[config.mk]
export PLATFORM = sky130hd
export DESIGN_NAME = csv_record_splitter
export DESIGN_NICKNAME = d
export VERILOG_FILES = /design/src/rtl/core/crs_pkg.sv /design/src/rtl/core/crs_front.sv /design/src/rtl/core/crs_queue.sv /design/src/rtl/core/crs_back.sv /design/src/rtl/core/csv_record_splitter.sv
export SDC_FILE = /design/constraint.sdc
export NUM_CORES = 1
export LEC_CHECK = 0
export BUFFER_PORTS_ARGS = -buffer_cell sky130_fd_sc_hd__buf_4
export CAP_MARGIN = 20
export CORE_AREA = 2 2 109 90
export DETAILED_ROUTE_END_ITERATION = 8
export DIE_AREA = 0 0 111 92
export PLACE_DENSITY = 0.78
export SYNTH_ARGS = -nofsm -noshare
export SYNTH_HDL_FRONTEND = slang
export SYNTH_HIERARCHICAL = 1
export SYNTH_SLANG_ARGS = --single-unit
[constraint.sdc]
create_clock -name clk -period 2.92 [get_ports clk]
set_clock_uncertainty 0.15 [all_clocks]
set_input_delay 0.584 -clock clk [delete_from_list [all_inputs] [get_ports clk]]
set_output_delay 0.584 -clock clk [all_outputs]
set_load 0.02 [all_outputs]
[src/rtl/core/crs_pkg.sv]
// Shared constants, types and codes of the CSV record splitter.
package crs_pkg;

	localparam int MAX_COLUMNS      = 64;
	localparam int MAX_RECORD_BYTES = 4096;
	localparam int QUEUE_DEPTH      = 2;

	localparam int BYTE_W = 8;
	localparam int COL_W  = 7;
	localparam int OFF_W  = $clog2(MAX_RECORD_BYTES);
	localparam int CNT_W  = $clog2(MAX_COLUMNS + 2);

	localparam logic [BYTE_W-1:0] CH_QUOTE   = 8'h22;
	localparam logic [BYTE_W-1:0] CH_NEWLINE = 8'h0A;

	localparam logic [BYTE_W-1:0] DELIMITER_RESET = 8'd44;
	localparam logic [COL_W-1:0]  EXPECTED_RESET  = 7'd1;

	typedef enum logic [1:0] {
		PS_START    = 2'd0,
		PS_QUOTED   = 2'd1,
		PS_UNQUOTED = 2'd2,
		PS_AFTERQ   = 2'd3
	} parse_state_t;

	typedef enum logic [2:0] {
		ST_OPEN = 3'd0,
		ST_OK   = 3'd1,
		ST_MFQ  = 3'd2,
		ST_NTP  = 3'd3,
		ST_QNA  = 3'd4,
		ST_FEW  = 3'd5,
		ST_MANY = 3'd6
	} status_t;

	typedef enum logic {
		CFG_DELIMITER = 1'b0,
		CFG_EXPECTED  = 1'b1
	} cfg_index_t;

	// One classified input byte as it waits in the queue.
	typedef struct packed {
		logic [BYTE_W-1:0] data_byte;
		logic              is_last;
		logic              is_quote;
		logic              is_newline;
		logic              is_delim;
	} entry_t;

	// One result word before it is packed onto the output bus.
	typedef struct packed {
		logic [BYTE_W-1:0] out_byte;
		logic              field_start;
		logic [COL_W-1:0]  column_index;
		logic [OFF_W-1:0]  byte_offset;
		logic              record_done;
		status_t           status;
	} result_t;

endpackage

[src/rtl/core/crs_front.sv]
// Front end: configuration registers and byte classification.
module crs_front (
	input  logic                             clk,
	input  logic                             arst_n,
	input  logic                             cfg_valid,
	output logic                             cfg_ready,
	input  logic                             cfg_index,
	input  logic [crs_pkg::BYTE_W-1:0]       cfg_data,
	input  logic                             s_tvalid,
	output logic                             s_tready,
	input  logic [crs_pkg::BYTE_W-1:0]       s_tdata,
	input  logic                             s_tlast,
	output logic                             push_valid,
	input  logic                             push_ready,
	output crs_pkg::entry_t                  push_entry,
	output logic [crs_pkg::COL_W-1:0]        expected_columns
);

	logic [crs_pkg::BYTE_W-1:0] delimiter_q;
	logic [crs_pkg::COL_W-1:0]  expected_q;

	assign cfg_ready = 1'b1;

	always_ff @(posedge clk or negedge arst_n) begin
		if (!arst_n) begin
			delimiter_q <= crs_pkg::DELIMITER_RESET;
			expected_q  <= crs_pkg::EXPECTED_RESET;
		end else if (cfg_valid) begin
			unique case (crs_pkg::cfg_index_t'(cfg_index))
				crs_pkg::CFG_DELIMITER: delimiter_q <= cfg_data;
				crs_pkg::CFG_EXPECTED:  expected_q  <= cfg_data[crs_pkg::COL_W-1:0];
			endcase
		end
	end

	assign expected_columns = expected_q;

	// Comparisons are made here so that the parser sees only flags.
	always_comb begin
		push_entry.data_byte  = s_tdata;
		push_entry.is_last    = s_tlast;
		push_entry.is_quote   = (s_tdata == crs_pkg::CH_QUOTE);
		push_entry.is_newline = (s_tdata == crs_pkg::CH_NEWLINE);
		push_entry.is_delim   = (s_tdata == delimiter_q);
	end

	assign push_valid = s_tvalid;
	assign s_tready   = push_ready;

endmodule

[src/rtl/core/crs_queue.sv]
// Short queue of classified bytes between the front end and the parser.
module crs_queue #(
	parameter int DEPTH = crs_pkg::QUEUE_DEPTH
) (
	input  logic            clk,
	input  logic            arst_n,
	input  logic            push_valid,
	output logic            push_ready,
	input  crs_pkg::entry_t push_entry,
	output logic            pop_valid,
	input  logic            pop_ready,
	output crs_pkg::entry_t pop_entry
);

	localparam int PTR_W = (DEPTH > 1) ? $clog2(DEPTH) : 1;
	localparam int CNT_W = $clog2(DEPTH + 1);

	crs_pkg::entry_t  mem_q [DEPTH];
	logic [PTR_W-1:0] wr_ptr_q;
	logic [PTR_W-1:0] rd_ptr_q;
	logic [CNT_W-1:0] count_q;
	logic             push;
	logic             pop;

	assign push_ready = (count_q != CNT_W'(DEPTH));
	assign pop_valid  = (count_q != '0);
	assign pop_entry  = mem_q[rd_ptr_q];
	assign push       = push_valid && push_ready;
	assign pop        = pop_valid && pop_ready;

	always_ff @(posedge clk) begin
		if (push) begin
			mem_q[wr_ptr_q] <= push_entry;
		end
	end

	always_ff @(posedge clk or negedge arst_n) begin
		if (!arst_n) begin
			wr_ptr_q <= '0;
			rd_ptr_q <= '0;
			count_q  <= '0;
		end else begin
			if (push) begin
				wr_ptr_q <= (wr_ptr_q == PTR_W'(DEPTH - 1)) ? '0 : wr_ptr_q + 1'b1;
			end
			if (pop) begin
				rd_ptr_q <= (rd_ptr_q == PTR_W'(DEPTH - 1)) ? '0 : rd_ptr_q + 1'b1;
			end
			if (push && !pop) begin
				count_q <= count_q + 1'b1;
			end else if (pop && !push) begin
				count_q <= count_q - 1'b1;
			end
		end
	end

endmodule

[src/rtl/core/crs_back.sv]
// Back end: the field parser, its counters and the output register.
module crs_back (
	input  logic                       clk,
	input  logic                       arst_n,
	input  logic                       head_valid,
	output logic                       head_ready,
	input  crs_pkg::entry_t            head,
	input  logic [crs_pkg::COL_W-1:0]  expected_columns,
	output logic                       res_valid,
	input  logic                       res_ready,
	output crs_pkg::result_t           res
);

	localparam int CNT_W = crs_pkg::CNT_W;
	localparam int OFF_W = crs_pkg::OFF_W;
	localparam logic [CNT_W-1:0] CC_MAX  = CNT_W'(crs_pkg::MAX_COLUMNS + 1);
	localparam logic [CNT_W-1:0] COL_MAX = CNT_W'(crs_pkg::MAX_COLUMNS);
	localparam logic [OFF_W-1:0] OFF_MAX = OFF_W'(crs_pkg::MAX_RECORD_BYTES - 1);

	crs_pkg::parse_state_t state_q;
	crs_pkg::parse_state_t state_step;
	crs_pkg::parse_state_t state_d;
	logic [CNT_W-1:0]      cc_q;
	logic [CNT_W-1:0]      cc_step;
	logic [OFF_W-1:0]      off_q;
	logic                  skip_q;
	logic                  valid_q;
	crs_pkg::result_t      res_q;
	crs_pkg::result_t      res_d;

	crs_pkg::status_t      err;
	logic                  ended;
	logic                  zero_byte;
	logic                  done;
	logic [CNT_W-1:0]      exp_eff;
	logic [CNT_W-1:0]      cur_col;
	logic                  pop;

	assign head_ready = !valid_q || res_ready;
	assign pop        = head_valid && head_ready;

	assign exp_eff = (expected_columns > crs_pkg::COL_W'(crs_pkg::MAX_COLUMNS)) ?
		COL_MAX : CNT_W'(expected_columns);
	assign cur_col = (cc_q == '0) ? '0 :
		(((cc_q - 1'b1) > COL_MAX) ? COL_MAX : cc_q - 1'b1);

	// Per-state decode of the head byte.
	always_comb begin
		state_step = state_q;
		err        = crs_pkg::ST_OPEN;
		ended      = 1'b0;
		zero_byte  = 1'b0;
		unique case (state_q)
			crs_pkg::PS_START: begin
				if (head.is_quote) begin
					state_step = crs_pkg::PS_QUOTED;
				end else if (head.is_newline) begin
					zero_byte = 1'b1;
					ended     = 1'b1;
				end else if (head.is_delim) begin
					zero_byte = 1'b1;
				end else begin
					state_step = crs_pkg::PS_UNQUOTED;
				end
			end
			crs_pkg::PS_QUOTED: begin
				if (head.is_newline) begin
					err = crs_pkg::ST_MFQ;
				end else if (head.is_quote) begin
					state_step = crs_pkg::PS_AFTERQ;
				end
			end
			crs_pkg::PS_UNQUOTED: begin
				if (head.is_delim) begin
					zero_byte  = 1'b1;
					state_step = crs_pkg::PS_START;
				end else if (head.is_newline) begin
					zero_byte = 1'b1;
					ended     = 1'b1;
				end else if (head.is_quote) begin
					err = crs_pkg::ST_QNA;
				end
			end
			crs_pkg::PS_AFTERQ: begin
				if (head.is_delim) begin
					zero_byte  = 1'b1;
					state_step = crs_pkg::PS_START;
				end else if (head.is_newline) begin
					zero_byte = 1'b1;
					ended     = 1'b1;
				end else if (head.is_quote) begin
					state_step = crs_pkg::PS_QUOTED;
				end else begin
					err = crs_pkg::ST_NTP;
				end
			end
		endcase
		if (err == crs_pkg::ST_OPEN && !ended && head.is_last) begin
			ended = 1'b1;
			if (state_step == crs_pkg::PS_QUOTED) begin
				err = crs_pkg::ST_MFQ;
			end
		end
		cc_step = ((state_q == crs_pkg::PS_START) && (cc_q < CC_MAX)) ? cc_q + 1'b1 : cc_q;
		done    = (err != crs_pkg::ST_OPEN) || ended;
	end

	// Next state.
	always_comb begin
		state_d = state_q;
		if (skip_q) begin
			state_d = crs_pkg::PS_START;
		end else if (done) begin
			state_d = crs_pkg::PS_START;
		end else begin
			state_d = state_step;
		end
	end

	// Result word for the head byte.
	always_comb begin
		res_d.out_byte     = head.data_byte;
		res_d.field_start  = 1'b0;
		res_d.column_index = crs_pkg::COL_W'(cur_col);
		res_d.byte_offset  = off_q;
		res_d.record_done  = 1'b0;
		res_d.status       = crs_pkg::ST_OPEN;
		if (!skip_q) begin
			if (zero_byte) begin
				res_d.out_byte = '0;
			end
			if (state_q == crs_pkg::PS_START) begin
				res_d.column_index = crs_pkg::COL_W'((cc_q > COL_MAX) ? COL_MAX : cc_q);
				res_d.field_start  = (cc_q < exp_eff);
			end
			res_d.record_done = done;
			if (err != crs_pkg::ST_OPEN) begin
				res_d.status = err;
			end else if (ended) begin
				if (cc_step < exp_eff) begin
					res_d.status = crs_pkg::ST_FEW;
				end else if (cc_step > exp_eff) begin
					res_d.status = crs_pkg::ST_MANY;
				end else begin
					res_d.status = crs_pkg::ST_OK;
				end
			end
		end
	end

	always_ff @(posedge clk or negedge arst_n) begin
		if (!arst_n) begin
			state_q <= crs_pkg::PS_START;
			cc_q    <= '0;
			off_q   <= '0;
			skip_q  <= 1'b0;
		end else if (pop) begin
			state_q <= state_d;
			if (skip_q) begin
				if (head.is_newline || head.is_last) begin
					skip_q <= 1'b0;
					cc_q   <= '0;
					off_q  <= '0;
				end else if (off_q < OFF_MAX) begin
					off_q <= off_q + 1'b1;
				end
			end else if (done) begin
				skip_q <= (err != crs_pkg::ST_OPEN) && !head.is_last && !head.is_newline;
				cc_q   <= '0;
				off_q  <= '0;
			end else begin
				cc_q <= cc_step;
				if (off_q < OFF_MAX) begin
					off_q <= off_q + 1'b1;
				end
			end
		end
	end

	always_ff @(posedge clk or negedge arst_n) begin
		if (!arst_n) begin
			valid_q <= 1'b0;
		end else if (head_ready) begin
			valid_q <= head_valid;
		end
	end

	always_ff @(posedge clk) begin
		if (pop) begin
			res_q <= res_d;
		end
	end

	assign res_valid = valid_q;
	assign res       = res_q;

	a_done_has_status: assert property (@(posedge clk) disable iff (!arst_n)
		valid_q && res_q.record_done |-> res_q.status != crs_pkg::ST_OPEN)
		else $error("finished record carries no status");

	a_open_not_done: assert property (@(posedge clk) disable iff (!arst_n)
		valid_q && !res_q.record_done |-> res_q.status == crs_pkg::ST_OPEN)
		else $error("status given on a byte that ends nothing");

	a_skip_at_start: assert property (@(posedge clk) disable iff (!arst_n)
		skip_q |-> state_q == crs_pkg::PS_START)
		else $error("parser left the start state while skipping");

	a_count_bound: assert property (@(posedge clk) disable iff (!arst_n)
		cc_q <= CC_MAX)
		else $error("column count beyond its saturation value");

	a_skip_silent: assert property (@(posedge clk) disable iff (!arst_n)
		pop && skip_q |=> !res_q.field_start && !res_q.record_done)
		else $error("skipped byte reported as field start or record end");

endmodule

[src/rtl/core/csv_record_splitter.sv]
// Top level of the CSV record splitter: front end, queue and parser.
//
//  channel  | direction | ports                              | word
//  ---------+-----------+------------------------------------+-------------------------------
//  s_       | in        | s_tvalid s_tready s_tdata s_tlast  | one record byte, last marker
//  m_       | out       | m_tvalid m_tready m_tdata m_tlast  | one parsed byte with position
//           |           | m_tuser                            | and status
//  cfg_     | in        | cfg_valid cfg_ready cfg_index      | register write
//           |           | cfg_data                           |
//
// One word is taken and one word is given per clock cycle in steady flow; the
// parser updates its state from the byte at the head of the queue. An accepted
// byte is written into the queue memory and moves into the output register when
// the parser pops it, so it passes both registers before it is on the output.
// Reset is asynchronous and active low; it clears the parser, counters, queue
// and output valid, and loads the delimiter with a comma and the expected
// column count with one. No clearing pass follows reset.
// A stall on the output side holds the result register and fills the queue;
// the input stalls only once the queue is full. The configuration port is
// always ready and must be written only while the block is empty.
module csv_record_splitter #(
	parameter int QUEUE_DEPTH = crs_pkg::QUEUE_DEPTH
) (
	input  logic        clk,
	input  logic        arst_n,
	input  logic        s_tvalid,
	output logic        s_tready,
	input  logic [7:0]  s_tdata,   // [7:0] data_byte
	input  logic        s_tlast,   // is_last
	output logic        m_tvalid,
	input  logic        m_tready,
	output logic [31:0] m_tdata,   // [7:0] out_byte, [14:8] column_index,
	                               // [26:15] byte_offset, [31:27] zero
	output logic        m_tlast,   // record_done
	output logic [3:0]  m_tuser,   // [0] field_start, [3:1] status
	input  logic        cfg_valid,
	output logic        cfg_ready,
	input  logic        cfg_index,
	input  logic [7:0]  cfg_data
);

	crs_pkg::entry_t              push_entry;
	crs_pkg::entry_t              head;
	crs_pkg::result_t             res;
	logic                         push_valid;
	logic                         push_ready;
	logic                         head_valid;
	logic                         head_ready;
	logic [crs_pkg::COL_W-1:0]    expected_columns;

	// The front end holds the registers and classifies each byte against the
	// quote, newline and the current delimiter.
	crs_front u_front (
		.clk              (clk),
		.arst_n           (arst_n),
		.cfg_valid        (cfg_valid),
		.cfg_ready        (cfg_ready),
		.cfg_index        (cfg_index),
		.cfg_data         (cfg_data),
		.s_tvalid         (s_tvalid),
		.s_tready         (s_tready),
		.s_tdata          (s_tdata),
		.s_tlast          (s_tlast),
		.push_valid       (push_valid),
		.push_ready       (push_ready),
		.push_entry       (push_entry),
		.expected_columns (expected_columns)
	);

	// The queue lets the input keep flowing while a result waits downstream.
	crs_queue #(
		.DEPTH (QUEUE_DEPTH)
	) u_queue (
		.clk        (clk),
		.arst_n     (arst_n),
		.push_valid (push_valid),
		.push_ready (push_ready),
		.push_entry (push_entry),
		.pop_valid  (head_valid),
		.pop_ready  (head_ready),
		.pop_entry  (head)
	);

	// The parser follows the field state, counts columns and offsets and checks
	// each record that ends without a quoting error against the expected column count.
	crs_back u_back (
		.clk              (clk),
		.arst_n           (arst_n),
		.head_valid       (head_valid),
		.head_ready       (head_ready),
		.head             (head),
		.expected_columns (expected_columns),
		.res_valid        (m_tvalid),
		.res_ready        (m_tready),
		.res              (res)
	);

	// Pack the result word onto the output bus, first field in the lowest bits.
	assign m_tdata = {5'd0, res.byte_offset, res.column_index, res.out_byte};
	assign m_tlast = res.record_done;
	assign m_tuser = {res.status, res.field_start};

endmodule
==> results of run 1 <==
## synthesized netlist by cell type (2+ instances only)
master,n,area (um2)
edfxtp_1,56,1682
dfrtp_1,38,950.9
a21oi_1,28,140.1
mux2_2,27,304.0
nand2_1,27,101.4
nor2_1,27,101.4
buf_4,19,142.6
ha_1,18,225.2
xnor2_1,15,131.4
and2_1,11,68.82
inv_1,11,41.29
nand4_1,10,62.56
a31oi_1,9,56.30
nand3_1,9,45.04
o21ai_0,9,45.04
o21ai_1,9,45.04
buf_2,8,40.04
and3_1,7,43.79
a21o_1,6,45.04
nand2b_1,5,31.28
xor2_1,5,43.79
a22o_1,4,35.03
a31o_2,4,35.03
clkbuf_1,4,15.01
dfstp_2,4,105.1
a211oi_1,3,22.52
buf_6,3,33.78
nor2b_1,3,18.77
nor3_1,3,15.01
nor4_1,3,18.77
a21boi_0,2,15.01
and4_1,2,17.52
buf_1,2,7.510
conb_1,2,7.510
nand3b_1,2,15.01
nor3_2,2,20.02
nor3b_2,2,25.02
o21a_1,2,15.01
o22a_1,2,17.52
o31a_1,2,17.52
o31ai_1,2,15.01
o32ai_1,2,17.52
or4_1,2,15.01
## per-layer routing
layer  global-route usage, %  wire (um)  up-vias  share of wire [%]
li1                        -          -     1701                  -
met1                   27.53       4428     1702                 44
met2                   33.64       4902      151                 48
met3                   4.560        646       18                6.3
met4                   7.500        197        0                1.9
met5                       0          0        -                  0
## kinds of logic (layout without fill, tap and decap cells)
kind of cell | count (synthesis) | after routing
other cells | 2 | 6
buf+inv | 47 | 96
fa+ha+maj | 18 | 18
simple gates | 129 | 129
flops | 98 | 98
compound gates | 98 | 98
mux | 27 | 27
xor+xnor | 20 | 20
## sequential cells by signal, indices dropped and copies added (netlist names)
signal                    count
u_back/cc_q                   7
u_back/off_q                 12
u_back/res                   32
u_back/res_valid              1
u_back/skip_q                 1
u_back/state_q                2
u_front/delimiter_q           8
u_front/expected_columns      7
u_queue/count_q               2
u_queue/mem_q                24
u_queue/rd_ptr_q              1
u_queue/wr_ptr_q              1
## repair_timing
| action | CTS | global route |
|---|---|---|
| setup endpoints to repair | 0 | 3 |
| buffers inserted | 0 | 0 |
| gates resized for setup | 0 | 3 |
## power by group
group          internal (W)  leakage (nW)  total [W]  switching, W
Clock              0.000726         0.154    0.00123      0.000506
Sequential          0.00198          1.08    0.00219      0.000218
Combinational       0.00108          1.23    0.00260       0.00152
## layout make-up
cell class                 count  area share [%]
clock buffer                  12           4.351
multi-input combinational    298           36.26
tap                          119           2.513
clock inverter                 4          0.9926
sequential                    98           46.23
inverter                      11          0.6969
timing repair buffer          69           8.955
## worst paths after layout
path                             startpoint                      to  slack (ps)  cells after the start
setup reg to reg             u_back/cc_q[1]           u_back/res[2]         170                     10
min in group clk                    s_tlast     u_queue/mem_q[0][3]         290                      1
max in group asynchronous            arst_n          u_back/cc_q[0]        2140                      1
setup / recovery             u_back/cc_q[1]           u_back/res[2]         170                     10
hold / removal                       arst_n  u_front/delimiter_q[4]          80                      1
hold reg to reg            u_back/off_q[11]          u_back/res[15]         330                      0
## worst reg2reg max path, cell delays in order (launching register included)
cell and delay (ps):
dfrtp_1 460, inv_1 190, nor4_4 390, and3_2 260, xor2_1 70, ha_1 280
nand2_1 60, nor2_1 150, nand4_1 180, nor3b_2 230, a211oi_2 70
## metrics by stage
stage                     TNS (ps)  instances
after floorplan                  0        443
after global placement           0        595
after detailed placement         0        595
after CTS                        0        611
after global routing        -12.76        611
final                            0        611
==> results.toml, run 1 <==
[critical_path]
critPathSlowestCell = "dfrtp_1"
start_kind = "flip-flop"
crit_required_ps = 2840
critPathTopFamily = "simple AND/OR/NAND/NOR gates"
arrival_ps = 2670
cp-end-kind = "flip-flop"
critPathMaxFanout = 7
slowest_delay_ps = 460
critPathKind = "reg2reg"
worstPathCellList = "inv_1, nor4_4, and3_2, xor2_1, ha_1, nand2_1, nor2_1, nand4_1, nor3b_2, a211oi_2"
cp_num_buf_inv = 1

[synthesis]
synth-edff-count = 56
synth_top_family_by_area = "simple AND/OR/NAND/NOR gates"
synth_xor_area_share_pct = 3.408
synth.mux.area_fraction_pct = 5.915
synth_compound_area_share_pct = 13.15
netlist_area_um2 = 5140
synth.distinct_cells = 71
syn_inst = 439
ys_seq_area_share_pct = 53.26
ys_warn_count = 6
synthesis.area_per_instance_um2 = 11.71
synth_flop_cell = "edfxtp_1"
ys_async_sr_fraction_pct = 42.86
synthAdderAreaFrac_pct = 4.382
ys_ff_latch = 98
yosys.area_share.simple_pct = 14.29

[detailed_routing]
wl_per_cell_um = 16.65
dr.pass1.iters = 5
drc = 0
vias = 3572
wl_um = 10180
viasPerCell = 5.846
drtIter0Drc = 301
drtAntennaViolNets = 0

[clocking]
cts_max_path_buffers = 2
ctsHtreeMaxLevel = 3
insertion_delay_ps = 340
numCtsBuffers = 9
cts.sinks = 98
cts_tree = "done"
cts_hold_buf = 0
clkTransAtPathRegs_ps = 70
cts_root_buf = "clkbuf_16"

[flow_run]
cap_violations = 0

[global_routing]
antenna_found_initial = 0
grt_pass1_wl_um = 16740
grt_pass1_vias = 3387
grt_use_total_pct = 20.67
grt_max_degree = 43
grt-ovfl-total = 0

[sta]
setup_viol = 0
rsz0062_at_grt = "true"
fin_crit_ps = 2748
hold_viol = 0
setup_slack_ps = 172.4
max_slew.worst_pin.slew_ps = 857.6
timing.final.crit_share_pct = 94.10
hold-worst-slack_ps = 75.17
max_freq_ghz = 0.3640
slew_headroom_pct = 42.23
slew_violations = 0

[finish]
syn2layout_area_growth_pct = 15.26
design_area_um2 = 5924
layout-drive-gt1-share_pct = 28.05
fill_cells = 698
finalNetCount = 528
final-seq-area_um2 = 2739
diodes = 0
layout_commonest_cell = "buf_4"
final_util_pct = 64.06
mostFrequentLayoutCells = "buf_4 (68), edfxtp_1 (56), dfrtp_1 (37), a21oi_1 (28)"
multiInputGateArea_um2 = 2148

[placement]
dp_slack_ps = 131.8
gp_congestion = 0.8584
numPortBuffers = 56
dpl_cell_area_um2 = 5595
hpwl_um = 7236

[pwr]
p_per_area_nw_per_um2 = 1017
p_leak_nw = 2.462
peakVddDrop_mv = 0.5098
finalPower_w = 0.006027

[floorplanning]
num_rows = 32
coreArea_um2 = 9249
die-area_um2 = 10210
io-pin-count = 63
start_util_pct = 55.57
dieWidth_um = 111
chipHeight_um = 92

[worst_hold_path]
min_path_type = "in2async"

[run_status]
status = "finished, final reports clean"
No activity file was read; power rests on OpenSTA's default activity.
==> inputs of run 2 (changes only) <==
RECOVER_POWER = 25   (was default)
==> run 2 against run 1 <==
Non-clock buffer count unchanged. Critical path type unchanged. Final cell count unchanged. Via count rose by 1.0%. Fmax down 1.3%. Count of clock-buffer cells in the layout did not move.
==> results.toml, run 2 (synthesized netlist as in run 1, its figures left out) <==
[finish]
layout-drive-gt1-share_pct = 26.42
fill_cells = 707
largest_reg_flops = 32
final-seq-area_um2 = 2739
diodes = 0
finalNetCount = 528
multiInputGateArea_um2 = 2148
mostFrequentLayoutCells = "buf_4 (58), edfxtp_1 (56), dfrtp_1 (37), a21oi_1 (28)"
layout_commonest_cell = "buf_4"
syn2layout_area_growth_pct = 14.63

[floorplanning]
coreArea_um2 = 9249
start_util_pct = 55.57
die-area_um2 = 10210
io-pin-count = 63
chipHeight_um = 92
dieWidth_um = 111
num_rows = 32

[clocking]
cts_resized = 0
cts_tree = "done"
cts_hold_buf = 0
numCtsBuffers = 9
clkTransAtPathRegs_ps = 70
cts_root_buf = "clkbuf_16"
cts.sinks = 98
ctsHtreeMaxLevel = 3
cts_max_path_buffers = 2
insertion_delay_ps = 340
cts_setup_buffers = 0

[placement]
gp_congestion = 0.8584
numPortBuffers = 56
hpwl_um = 7236

[sta]
timing.final.crit_share_pct = 95.33
max_slew.worst_pin.slew_ps = 1062
fin_crit_ps = 2784
rsz0062_at_grt = "true"
slew_violations = 0
setup_viol = 0
tns_ps = 0
hold-worst-slack_ps = 277.4
hold_viol = 0
max_freq_ghz = 0.3592
slew_headroom_pct = 29.21

[detailed_routing]
wl_per_cell_um = 16.73
drtAntennaViolNets = 0
wl_um = 10220
drc = 0
dr.pass1.iters = 5
vias = 3608
drtIter0Drc = 275
viasPerCell = 5.905

[critical_path]
critPathSlowestCell = "or3b_4"
worstSetupEndpoint = "u_back/res[2]"
r2r_start = "u_back/state_q[0]"
critPathTopFamily = "simple AND/OR/NAND/NOR gates"
cp_num_buf_inv = 0
reg2reg_slack_ps = 140
startpoint = "u_back/state_q[0]"
cp-end-kind = "flip-flop"
rr_endpoint = "u_back/res[2]"
crit_required_ps = 2840
arrival_ps = 2700
slowest_delay_ps = 400
start_kind = "flip-flop"
worstPathCellList = "or3b_4, nor4_4, and3_2, xor2_1, ha_1, nand2_1, nor2_1, nand4_1, nor3b_2, a211oi_2"
path_depth = 10
critPathMaxFanout = 4
r2r_cells = 10
critPathKind = "reg2reg"

[pwr]
peakVddDrop_mv = 0.5091
p_per_area_nw_per_um2 = 1022
p_leak_nw = 2.432

[flow_run]
cap_violations = 0

[global_routing]
grt_max_degree = 43
grt_use_total_pct = 20.67
grt-ovfl-total = 0
antenna_found_initial = 0
grt_pass1_wl_um = 16740
grt_pass1_vias = 3387

[worst_hold_path]
min_path_type = "in2async"

[run_status]
status = "finished, final reports clean"
## run 2: stage by stage
step | area [um2] | total power [W] | std cells | util [%] | setup WS, ps
3_3_place_gp | 5595 | 0.004681 | 595 | 60.50 | 231.2
3_5_place_dp | 5595 | 0.004779 | 595 | 60.50 | 131.8
4_1_cts | 5912 | 0.006025 | 611 | 63.92 | 90.62
6_report | 5892 | 0.006024 | 611 | 63.70 | 136.4
5_1_grt | 5892 | 0.006372 | 611 | 63.70 | -12.76
2_1_floorplan | 5155 | 0.004042 | 443 | - | 253.7
## run 2: power breakdown
group | switching, W | internal (W)
Combinational | 0.00153 | 0.00107
Clock | 0.000506 | 0.000726
Sequential | 0.000218 | 0.00198
## run 2: final cells by class
cell class,count,area share [%]
clock inverters,4,0.9981
multi-input cells,298,36.46
flip-flops and latches,98,46.49
inverters,11,0.7008
clock buffers,12,4.375
well taps,119,2.527
repair buffers,69,8.452
## run 2: layer usage
metal | GRT usage, % | vias to the layer above | part of all wire, %
met1 | 27.53 | 1731 | 44
li1 | - | 1699 | -
met5 | 0 | - | 0
met3 | 4.560 | 17 | 5.9
met4 | 7.500 | 0 | 1.8
met2 | 33.64 | 161 | 49
## run 2: worst min-delay path by stage
stage	startpoint	to	slack, ps	depth (start not counted)
after global routing	s_tlast	u_queue/mem_q[0][3]	290	1
after detailed placement	u_back/off_q[11]	u_back/res[15]	310	0
final	arst_n	u_front/delimiter_q[4]	280	1
after floorplan	arst_n	u_back/cc_q[0]	140	0
after global placement	u_back/off_q[8]	u_back/res[12]	300	0
after CTS	arst_n	u_front/expected_columns[4]	100	1
==> inputs of run 3 (changes only) <==
REMOVE_ABC_BUFFERS = 1   (was default)
==> run 3 against run 2 <==
Setup slack got worse by 46 ps. Combinational power rose by 2%. First-iteration DRC count fell by 28%. Global-route usage fell by 0.54 points. Non-clock buffer count rose by 3. Register-to-register slack got worse by 50 ps. Final area rose by 0.42%. Die area did not move. Sequential cell count did not move. Via count fell by 0.75%. Final cell count rose by 0.49%. Total power fell by 0.17%. Highest routed layer unchanged.
==> results.toml, run 3 (synthesized netlist as in run 1, its figures left out) <==
[critical_path]
startpoint = "u_back/state_q[0]"
critPathSlowestCell = "or3b_4"
critPathMaxFanout = 3
start_kind = "flip-flop"
r2r_start = "u_back/state_q[0]"
arrival_ps = 2740
worstPathCellList = "or3b_4, nor4_4, and3_4, xor2_1, ha_1, nand2_1, nor2_2, nand4_1, nor3b_2, a211oi_2"
critPathKind = "reg2reg"
crit_required_ps = 2830
cp-end-kind = "flip-flop"
slowest_delay_ps = 410

[placement]
dpl_cell_area_um2 = 5603
gp_congestion = 0.8651
dp_cells = 596
hpwl_um = 7105
numPortBuffers = 56

[floorplanning]
io-pin-count = 63
coreArea_um2 = 9249
chipHeight_um = 92
dieWidth_um = 111
num_rows = 32
start_util_pct = 55.57
die-area_um2 = 10210

[detailed_routing]
drtIter0Drc = 199
drtAntennaViolNets = 0
drc = 0
dr.pass1.iters = 5
wl_um = 10200
viasPerCell = 5.832
wl_per_cell_um = 16.62
vias = 3581

[finish]
largest_reg_flops = 32
diodes = 0
mostFrequentLayoutCells = "buf_4 (61), edfxtp_1 (56), dfrtp_1 (36), a21oi_1 (28)"
finalNetCount = 531
final_util_pct = 63.97
design_area_um2 = 5917
syn2layout_area_growth_pct = 15.12
fin_cells = 614
layout_commonest_cell = "buf_4"
layout-drive-gt1-share_pct = 27.47

[global_routing]
antenna_found_initial = 0
grt_pass1_vias = 3398
grt_pass1_wl_um = 16590
grt_use_total_pct = 20.13
grt-ovfl-total = 0
grt_max_degree = 43

[sta]
slew_headroom_pct = 27.42
hold_viol = 0
max_freq_ghz = 0.3534
hold-worst-slack_ps = 294.4
timing.final.crit_share_pct = 96.91
max_slew.worst_pin.slew_ps = 1089
setup_viol = 0
fin_crit_ps = 2830
slew_violations = 0
tns_ps = 0

[clocking]
cts_root_buf = "clkbuf_16"
cts_hold_buf = 0
ctsHtreeMaxLevel = 3
cts.sinks = 98
clkTransAtPathRegs_ps = 70
cts_max_path_buffers = 2
insertion_delay_ps = 330
cts_tree = "done"
numCtsBuffers = 9

[flow_run]
cap_violations = 0

[worst_hold_path]
min_path_type = "in2async"

[pwr]
p_per_area_nw_per_um2 = 1016
peakVddDrop_mv = 0.5426
p_leak_nw = 2.431

[run_status]
status = "finished, final reports clean"
run 3: area by class of cell:
class,count,area [um2]
Fill cell,706,3332
Tap cell,119,148.9
Inverter,11,41.29
Timing Repair Buffer,72,520.5
Clock buffer,10,229.0
Multi-Input combinational cell,298,2163
Clock inverter,6,73.82
Sequential cell,98,2740
run 3: through the flow:
| step | total power, W | setup slack (ps) |
|---|---|---|
| 2_1_floorplan | 0.003924 | 171.0 |
| 3_3_place_gp | 0.004692 | 239.1 |
| 3_5_place_dp | 0.004802 | 84.59 |
| 4_1_cts | 0.005994 | 78.76 |
| 5_1_grt | 0.006387 | -52.30 |
| 6_report | 0.006013 | 90.33 |
run 3: final timing paths:
check                                         end  slack [ps]  depth (start not counted)
min reg2reg                        u_back/res[15]         320                          0
max reg2reg                         u_back/res[2]          90                         10
max                                 u_back/res[2]          90                         10
min                        u_front/delimiter_q[6]         290                          1
max in group asynchronous          u_back/cc_q[1]        1590                          1
min in group clk              u_queue/mem_q[1][3]         310                          1
run 3: per-layer routing:
metal  part of all wire [%]  global-route usage, %
met3                    5.6                  4.494
met5                      0                      0
met2                     48                  33.95
met4                    1.1                  4.271
met1                     45                  27.06
run 3: worst max-delay path: cells and delay by family, from the launching register on:
family | cells | cell delay [ps]
AOI/OAI and AO/OA | 1 | 60
xor gates and xnor gates | 1 | 70
adders and majority gates | 1 | 290
DFF | 1 | 390
and+or+nand+nor | 7 | 1590
run 3: timing repair:
item	4_1_cts	5_1_grt
resized for setup	0	8
buffers inserted	0	2
setup endpoints to repair	0	3
run 3: report_power, final:
group          total [W]  switching (W)  internal, W
clock            0.00118       0.000510     0.000675
sequential       0.00218       0.000201      0.00198
combinational    0.00265        0.00156      0.00109
